<file path="src/hdl/rgba_window_average_defines.svh">
// Assertion helpers used by rgba_window_average.
`ifndef RGBA_WINDOW_AVERAGE_DEFINES_SVH
`define RGBA_WINDOW_AVERAGE_DEFINES_SVH

// Implication checked at every clock edge outside reset.
`define RWA_ASSERT(lbl, ante, cons, msg) \
	lbl: assert property (@(posedge clk) disable iff (!arst_n) (ante) |-> (cons)) \
		else $error(msg);

// Antecedent one cycle, consequent on the next edge.
`define RWA_ASSERT_NEXT(lbl, ante, cons, msg) \
	lbl: assert property (@(posedge clk) disable iff (!arst_n) (ante) |=> (cons)) \
		else $error(msg);

`endif

</file>
<file path="src/hdl/rwa_pkg.sv">
package rwa_pkg;

	// Window and channel geometry
	localparam int WINDOW_DEPTH = 8;
	localparam int NUM_CH       = 4;
	localparam int DATA_W       = 8;
	localparam int SLOT_W       = (WINDOW_DEPTH > 1) ? $clog2(WINDOW_DEPTH) : 1;
	localparam int COUNT_W      = $clog2(WINDOW_DEPTH + 1);
	localparam int SUM_W        = DATA_W + COUNT_W;
	localparam int WORD_W       = NUM_CH * DATA_W;
	localparam int STEP_W       = $clog2(DATA_W);

	typedef struct packed {
		logic [DATA_W-1:0] red_in;
		logic [DATA_W-1:0] green_in;
		logic [DATA_W-1:0] blue_in;
		logic [DATA_W-1:0] alpha_in;
	} rgba_in_t;

	typedef struct packed {
		logic [DATA_W-1:0] red_avg;
		logic [DATA_W-1:0] green_avg;
		logic [DATA_W-1:0] blue_avg;
		logic [DATA_W-1:0] alpha_avg;
	} rgba_out_t;

	// One lane per channel; red sits in the top lane
	typedef logic [NUM_CH-1:0][DATA_W-1:0] lane_word_t;
	typedef logic [NUM_CH-1:0][SUM_W-1:0]  lane_sum_t;

	typedef enum logic [2:0] {
		RWA_IDLE,
		RWA_SUM,
		RWA_LOAD,
		RWA_DIV,
		RWA_OUT
	} rwa_state_t;

	// Divider handshake with the sequencer
	typedef struct packed {
		logic busy;
		logic done;
	} div_stat_t;

endpackage

</file>
<file path="src/hdl/rwa_ram.sv">
module rwa_ram #(
	parameter int WIDTH = 32,
	parameter int DEPTH = 8
) (
	input  logic                                       clk,
	input  logic                                       we,
	input  logic [((DEPTH > 1) ? $clog2(DEPTH) : 1)-1:0] waddr,
	input  logic [WIDTH-1:0]                           wdata,
	input  logic [((DEPTH > 1) ? $clog2(DEPTH) : 1)-1:0] raddr,
	output logic [WIDTH-1:0]                           rdata
);

	logic [WIDTH-1:0] mem_q [DEPTH];

	// One write port, one registered read port
	always_ff @(posedge clk) begin
		if (we) begin
			mem_q[waddr] <= wdata;
		end
		rdata <= mem_q[raddr];
	end

endmodule

</file>
<file path="src/hdl/rwa_div.sv">
module rwa_div (
	input  logic                         clk,
	input  logic                         arst_n,
	input  logic                         start,
	input  rwa_pkg::lane_sum_t           sum,
	input  logic [rwa_pkg::COUNT_W-1:0]  divisor,
	output rwa_pkg::div_stat_t           stat,
	output rwa_pkg::lane_word_t          quo
);

	logic                          busy_q;
	logic [rwa_pkg::STEP_W-1:0]    step_q;
	logic [rwa_pkg::COUNT_W-1:0]   div_q;
	logic [rwa_pkg::COUNT_W-1:0]   rem_q [rwa_pkg::NUM_CH];
	rwa_pkg::lane_word_t           lo_q;
	logic [rwa_pkg::COUNT_W-1:0]   rem_nxt [rwa_pkg::NUM_CH];
	logic [rwa_pkg::NUM_CH-1:0]    qbit;
	logic                          last_step;

	// Quotient fits the data width, so the high sum bits seed the remainder
	// and only DATA_W restoring steps are needed.
	assign last_step = (step_q == rwa_pkg::STEP_W'(rwa_pkg::DATA_W - 1));

	// One restoring step per lane
	always_comb begin
		logic [rwa_pkg::COUNT_W:0] sh;
		for (int c = 0; c < rwa_pkg::NUM_CH; c++) begin
			sh = {rem_q[c], lo_q[c][rwa_pkg::DATA_W-1]};
			if (sh >= {1'b0, div_q}) begin
				qbit[c]    = 1'b1;
				rem_nxt[c] = rwa_pkg::COUNT_W'(sh - {1'b0, div_q});
			end else begin
				qbit[c]    = 1'b0;
				rem_nxt[c] = rwa_pkg::COUNT_W'(sh);
			end
		end
	end

	// Step control
	always_ff @(posedge clk or negedge arst_n) begin
		if (!arst_n) begin
			busy_q <= 1'b0;
			step_q <= '0;
		end else if (start) begin
			busy_q <= 1'b1;
			step_q <= '0;
		end else if (busy_q) begin
			busy_q <= !last_step;
			step_q <= step_q + rwa_pkg::STEP_W'(1);
		end
	end

	// Remainder and dividend/quotient shift registers
	always_ff @(posedge clk) begin
		if (start) begin
			div_q <= divisor;
			for (int c = 0; c < rwa_pkg::NUM_CH; c++) begin
				rem_q[c] <= sum[c][rwa_pkg::SUM_W-1:rwa_pkg::DATA_W];
				lo_q[c]  <= sum[c][rwa_pkg::DATA_W-1:0];
			end
		end else if (busy_q) begin
			for (int c = 0; c < rwa_pkg::NUM_CH; c++) begin
				rem_q[c] <= rem_nxt[c];
				lo_q[c]  <= {lo_q[c][rwa_pkg::DATA_W-2:0], qbit[c]};
			end
		end
	end

	assign stat.busy = busy_q;
	assign stat.done = busy_q && last_step;
	assign quo       = lo_q;

endmodule

</file>
<file path="src/hdl/rgba_window_average.sv">
// RGBA moving average with warm-up. Each accepted sample is stored in an
// 8-entry circular history and one result word follows: per channel, the
// truncated mean of the samples stored so far (up to the last 8). The
// history is summed one entry per cycle from a two-port RAM, then a
// shared restoring divider produces all four quotients one bit per cycle.
// The result word follows the history read loop and the 8 divider steps.
// The next sample is accepted no earlier than the cycle after the result
// word is taken, so a new sample is not taken while one is in progress.
// The history RAM needs no clearing after reset.
`include "rgba_window_average_defines.svh"

module rgba_window_average (
	input  logic                clk,
	input  logic                arst_n,
	input  logic                sample_valid,
	output logic                sample_stall,
	input  rwa_pkg::rgba_in_t   sample,
	output logic                avg_valid,
	input  logic                avg_stall,
	output rwa_pkg::rgba_out_t  avg
);

	rwa_pkg::rwa_state_t            state_q, state_nxt;
	logic [rwa_pkg::SLOT_W-1:0]     slot_q;
	logic [rwa_pkg::COUNT_W-1:0]    count_q;
	logic [rwa_pkg::SLOT_W-1:0]     rd_idx_q;
	logic                           issue_done_q;
	logic                           rd_vld_s1;
	logic                           rd_last_s1;
	rwa_pkg::lane_sum_t             sum_q;
	rwa_pkg::lane_word_t            rd_data;
	rwa_pkg::lane_word_t            wr_data;
	rwa_pkg::lane_word_t            quo;
	rwa_pkg::div_stat_t             div_stat;
	logic                           accept;
	logic                           rd_issue;
	logic                           last_issue;
	logic                           div_start;

	assign accept     = sample_valid && !sample_stall;
	assign wr_data    = sample;
	assign last_issue = ((rwa_pkg::COUNT_W'(rd_idx_q) + rwa_pkg::COUNT_W'(1)) == count_q);

	// Next state
	always_comb begin
		state_nxt = state_q;
		unique case (state_q)
			rwa_pkg::RWA_IDLE: if (sample_valid) state_nxt = rwa_pkg::RWA_SUM;
			rwa_pkg::RWA_SUM:  if (rd_vld_s1 && rd_last_s1) state_nxt = rwa_pkg::RWA_LOAD;
			rwa_pkg::RWA_LOAD: state_nxt = rwa_pkg::RWA_DIV;
			rwa_pkg::RWA_DIV:  if (div_stat.done) state_nxt = rwa_pkg::RWA_OUT;
			rwa_pkg::RWA_OUT:  if (!avg_stall) state_nxt = rwa_pkg::RWA_IDLE;
			default:           state_nxt = rwa_pkg::RWA_IDLE;
		endcase
	end

	// State-decoded controls
	always_comb begin
		sample_stall = 1'b1;
		avg_valid    = 1'b0;
		rd_issue     = 1'b0;
		div_start    = 1'b0;
		unique case (state_q)
			rwa_pkg::RWA_IDLE: sample_stall = 1'b0;
			rwa_pkg::RWA_SUM:  rd_issue = !issue_done_q;
			rwa_pkg::RWA_LOAD: div_start = 1'b1;
			rwa_pkg::RWA_DIV:  ;
			rwa_pkg::RWA_OUT:  avg_valid = 1'b1;
			default:           ;
		endcase
	end

	// Sequencer, slot and fill count
	always_ff @(posedge clk or negedge arst_n) begin
		if (!arst_n) begin
			state_q      <= rwa_pkg::RWA_IDLE;
			slot_q       <= '0;
			count_q      <= '0;
			rd_idx_q     <= '0;
			issue_done_q <= 1'b0;
			rd_vld_s1    <= 1'b0;
			rd_last_s1   <= 1'b0;
		end else begin
			state_q    <= state_nxt;
			rd_vld_s1  <= rd_issue;
			rd_last_s1 <= last_issue;
			if (accept) begin
				slot_q <= (slot_q == rwa_pkg::SLOT_W'(rwa_pkg::WINDOW_DEPTH - 1)) ?
					'0 : slot_q + rwa_pkg::SLOT_W'(1);
				if (count_q != rwa_pkg::COUNT_W'(rwa_pkg::WINDOW_DEPTH)) begin
					count_q <= count_q + rwa_pkg::COUNT_W'(1);
				end
				rd_idx_q     <= '0;
				issue_done_q <= 1'b0;
			end else if (rd_issue) begin
				issue_done_q <= last_issue;
				if (!last_issue) begin
					rd_idx_q <= rd_idx_q + rwa_pkg::SLOT_W'(1);
				end
			end
		end
	end

	// Channel sums, one history entry per cycle
	always_ff @(posedge clk) begin
		if (accept) begin
			sum_q <= '0;
		end else if (rd_vld_s1) begin
			for (int c = 0; c < rwa_pkg::NUM_CH; c++) begin
				sum_q[c] <= sum_q[c] + rwa_pkg::SUM_W'(rd_data[c]);
			end
		end
	end

	rwa_ram #(
		.WIDTH (rwa_pkg::WORD_W),
		.DEPTH (rwa_pkg::WINDOW_DEPTH)
	) u_hist (
		.clk   (clk),
		.we    (accept),
		.waddr (slot_q),
		.wdata (wr_data),
		.raddr (rd_idx_q),
		.rdata (rd_data)
	);

	rwa_div u_div (
		.clk     (clk),
		.arst_n  (arst_n),
		.start   (div_start),
		.sum     (sum_q),
		.divisor (count_q),
		.stat    (div_stat),
		.quo     (quo)
	);

	assign avg = quo;

	// Checks
	`RWA_ASSERT(a_count_range, state_q != rwa_pkg::RWA_IDLE, (count_q != '0) && (count_q <= rwa_pkg::COUNT_W'(rwa_pkg::WINDOW_DEPTH)), "fill count out of range while busy")
	`RWA_ASSERT_NEXT(a_accept_sum, accept, state_q == rwa_pkg::RWA_SUM, "accepted word did not start the sum")
	`RWA_ASSERT(a_div_done, div_stat.done, state_q == rwa_pkg::RWA_DIV, "divider finished outside the divide phase")

endmodule
</file>
<file path="config.mk">
export PLATFORM = sky130hd
export DESIGN_NAME = rgba_window_average
export DESIGN_NICKNAME = d
export VERILOG_FILES = /design/src/hdl/rwa_pkg.sv /design/src/hdl/rwa_ram.sv /design/src/hdl/rwa_div.sv /design/src/hdl/rgba_window_average.sv
export VERILOG_INCLUDE_DIRS = /design/src /design/src/hdl
export SDC_FILE = /design/constraint.sdc
export NUM_CORES = 1
export LEC_CHECK = 0
export ABC_AREA = 1
export BUFFER_PORTS_ARGS = -buffer_cell sky130_fd_sc_hd__buf_2
export CAP_MARGIN = 25
export CORE_MARGIN = 1
export CORE_UTILIZATION = 30
export CTS_CLUSTER_DIAMETER = 80
export DETAILED_ROUTE_END_ITERATION = 6
export MAX_ROUTING_LAYER = met4
export PLACE_DENSITY = 0.41
export SETUP_SLACK_MARGIN = 0.3
export SYNTH_ARGS = -nofsm -noshare
export SYNTH_HDL_FRONTEND = slang
export SYNTH_HIERARCHICAL = 1
export SYNTH_SLANG_ARGS = --single-unit
</file>
<file path="constraint.sdc">
create_clock -name clk -period 7.7 [get_ports clk]
set_input_delay 1.54 -clock clk [delete_from_list [all_inputs] [get_ports clk]]
set_output_delay 1.54 -clock clk [all_outputs]
set_load 0.03 [all_outputs]
</file>
==> impl_metrics.env <==
export IMPL_status="finished, final reports clean"
export IMPL_setup_tns_ns=0
export IMPL_drv_cap=0
export IMPL_fmaxAchievable_ghz=0.274
export IMPL_power_density_mw_per_mm2=212
export IMPL_cts_root_buf="clkbuf_16"
export IMPL_routed_via_density=4.35
export IMPL_r2r_slack_ns=4.54
export IMPL_syn_area_per_cell_um2=9.06
export IMPL_timing_final_crit_share_pct=47.3
export IMPL_drt_iter0_drc=664
export IMPL_fin_cells=3098
export IMPL_cts_buffers=49
export IMPL_required_ns=7.96
export IMPL_gp_congestion=0.801
export IMPL_fin_crit_ns=3.64
export IMPL_clk_path_buf_depth=3
export IMPL_cts_hold_buf=0
export IMPL_slew_headroom_pct=36.1
export IMPL_hold_violations=0
export IMPL_drtAntennaViolNets=0
export IMPL_clk_latency_ns=0.60
export IMPL_hold_class="reg -> reg"
export IMPL_p_sw_share_pct=20.0
export IMPL_syn_inst=2141
export IMPL_drt_first_pass_iters=5
export IMPL_crit_path_end_kind="register"
export IMPL_portBuffers=69
export IMPL_grt_antenna_before_repair=7
export IMPL_htreeDepth=2
export IMPL_row_count=92
export IMPL_drc=0
export IMPL_drv_slew=0
export IMPL_fin_skew_ns=0.0193
export IMPL_tritoncts="done"
export IMPL_path_class="in -> reg"
export IMPL_die_w_um=256
export IMPL_wl_per_cell_um=15.0
export IMPL_dpl_instance_area_mm2=0.0206
export IMPL_path_cells="buf_2 -> nand3_4 -> inv_1 -> nand2_1 -> nor2_4 -> buf_4"
export IMPL_die_area_mm2=0.0657
export IMPL_max_slew_worst_pin_slew_ns=0.959
export IMPL_die_h_um=256
export IMPL_drive_gt1_share_pct=8.85
export IMPL_overflow=0
export IMPL_p_int_mw=3.77
export IMPL_peakVddDrop_uv=137
export IMPL_clkPwrFrac_pct=49.3
export IMPL_grt_first_pass_wirelength_mm=73.5
export IMPL_cts_clk_slew_worst_paths_ns=0.06
export IMPL_synth_nets=2240
export IMPL_area_growth_pct=14.6
export IMPL_leakagePower_nw=10.3
export IMPL_rsz0062_at_grt="false"
export IMPL_vias=13500
export IMPL_seqPwrFrac_pct=50.1
export IMPL_cts_sinks=408
export IMPL_worstPathArrival_ns=3.90
export IMPL_combPwrFrac_pct=0.6
export IMPL_max_stage_delay_ns=0.58
export IMPL_post_dp_hpwl_mm=29.2
export IMPL_crit_fanout=55
export IMPL_core_area_mm2=0.0635
export IMPL_ios=70
export IMPL_ys_warnings_count=6
export IMPL_track_usage_pct=14.7
export IMPL_initial_core_util_pct=30.5
export IMPL_setup_viol=0
export IMPL_post_cts_buffers=0
export IMPL_layout_nets=2309
export IMPL_drt_total_wl_mm=46.4
export IMPL_ctsResizeCount=0
export IMPL_grt_pass1_vias=13100
export IMPL_syn_area_mm2=0.0194
export IMPL_finalInstanceArea_mm2=0.0222
export IMPL_p_switching_uw=940
export IMPL_slowest_stage="nor2_4"
export IMPL_startpoint_type="primary input"
export IMPL_grt_max_degree=75
export IMPL_placedCellCount=3005
-- power by group through the flow --
stage	logic [mW]	clock network [mW]	registers, mW
3_5_place_dp	0.0305	0	2.40
6_report	0.0286	2.32	2.36
3_3_place_gp	0.0299	0	2.40
5_1_grt	0.0331	2.48	2.36
4_1_cts	0.0305	2.40	2.36
2_1_floorplan	0.00000741	0	2.41
-- worst paths after layout --
| kind | end | start | cells past startpoint |
|---|---|---|---|
| max | u_hist/mem_q[6][10] | sample_valid | 6 |
| min | u_div/div_q[2] | count_q[2] | 0 |
| max reg2reg | u_hist/mem_q[6][10] | state_q[0] | 6 |
| min reg2reg | u_div/div_q[2] | count_q[2] | 0 |
| max in group asynchronous | rd_idx_q[0] | arst_n | 1 |
| min in group asynchronous | state_q[2] | arst_n | 1 |
-- through the flow --
stage	utilization, %	setup slack [ns]	hold slack [ns]	power, mW
after floorplan	-	4.00	0.425	2.41
after global placement	32.4	3.27	0.434	2.43
after detailed placement	32.5	3.34	0.444	2.43
after CTS	35.0	3.98	0.458	4.79
after global routing	35.0	3.79	0.489	4.87
final	35.0	4.06	0.455	4.71
-- cell type report --
class | instances | area, µm²
Antenna cell | 4 | 10.0
Clock buffer | 65 | 1330
Clock inverter | 24 | 282
Fill cell | 6523 | 41300
Inverter | 380 | 1430
Multi-Input combinational cell | 1283 | 6260
Sequential cell | 408 | 11400
Tap cell | 846 | 1060
Timing Repair Buffer | 88 | 520
-- per-layer routing --
layer,up-vias,wire [µm],global-route usage (%),part of all wire (%)
met1,6271,22600,19.1,49
met2,192,20800,23.1,45
met5,-,0,-,0
li1,6942,-,-,-
met4,0,1110,4.49,2.4
met3,79,1900,2.60,4.1
-- worst max-delay path, delay by kind of cell --
kind	cells	cell delay, ns
buf+inv	3	0.92
simple gates	3	1.40
-- cells in the final DEF (no fill, tap or decap), types with 4 or more instances in the layout --
cell type,instances
inv_1,372
edfxtp_1,308
buf_4,17
dfrtp_1,17
nand4_1,10
nand2_1,755
xnor2_1,10
diode_2,4
nand2_2,8
a21oi_1,37
dfxtp_1,80
inv_2,6
and3_1,4
bufinv_16,6
nor2_4,14
o21ai_0,25
ha_1,55
or2_4,4
or2_2,6
a21o_1,5
fa_1,8
a31oi_1,4
clkinv_1,13
clkbuf_8,4
clkbuf_1,12
o21bai_1,5
nand3_1,235
xor2_1,10
o21ai_1,4
nor2_1,59
clkinv_2,4
buf_2,69
nand3b_1,4
clkbuf_16,49
o211ai_1,7
-- sequential cells by signal, summed over array words and instances, names as in the netlist, 4 cells and up --
name and count:
u_div/rem_q 16, u_hist/mem_q 256, u_div/quo 32, u_div/div_q 4
u_hist/rdata 32, count_q 4, sum_q 48
Note: power is estimated with default switching activity, not from simulation.
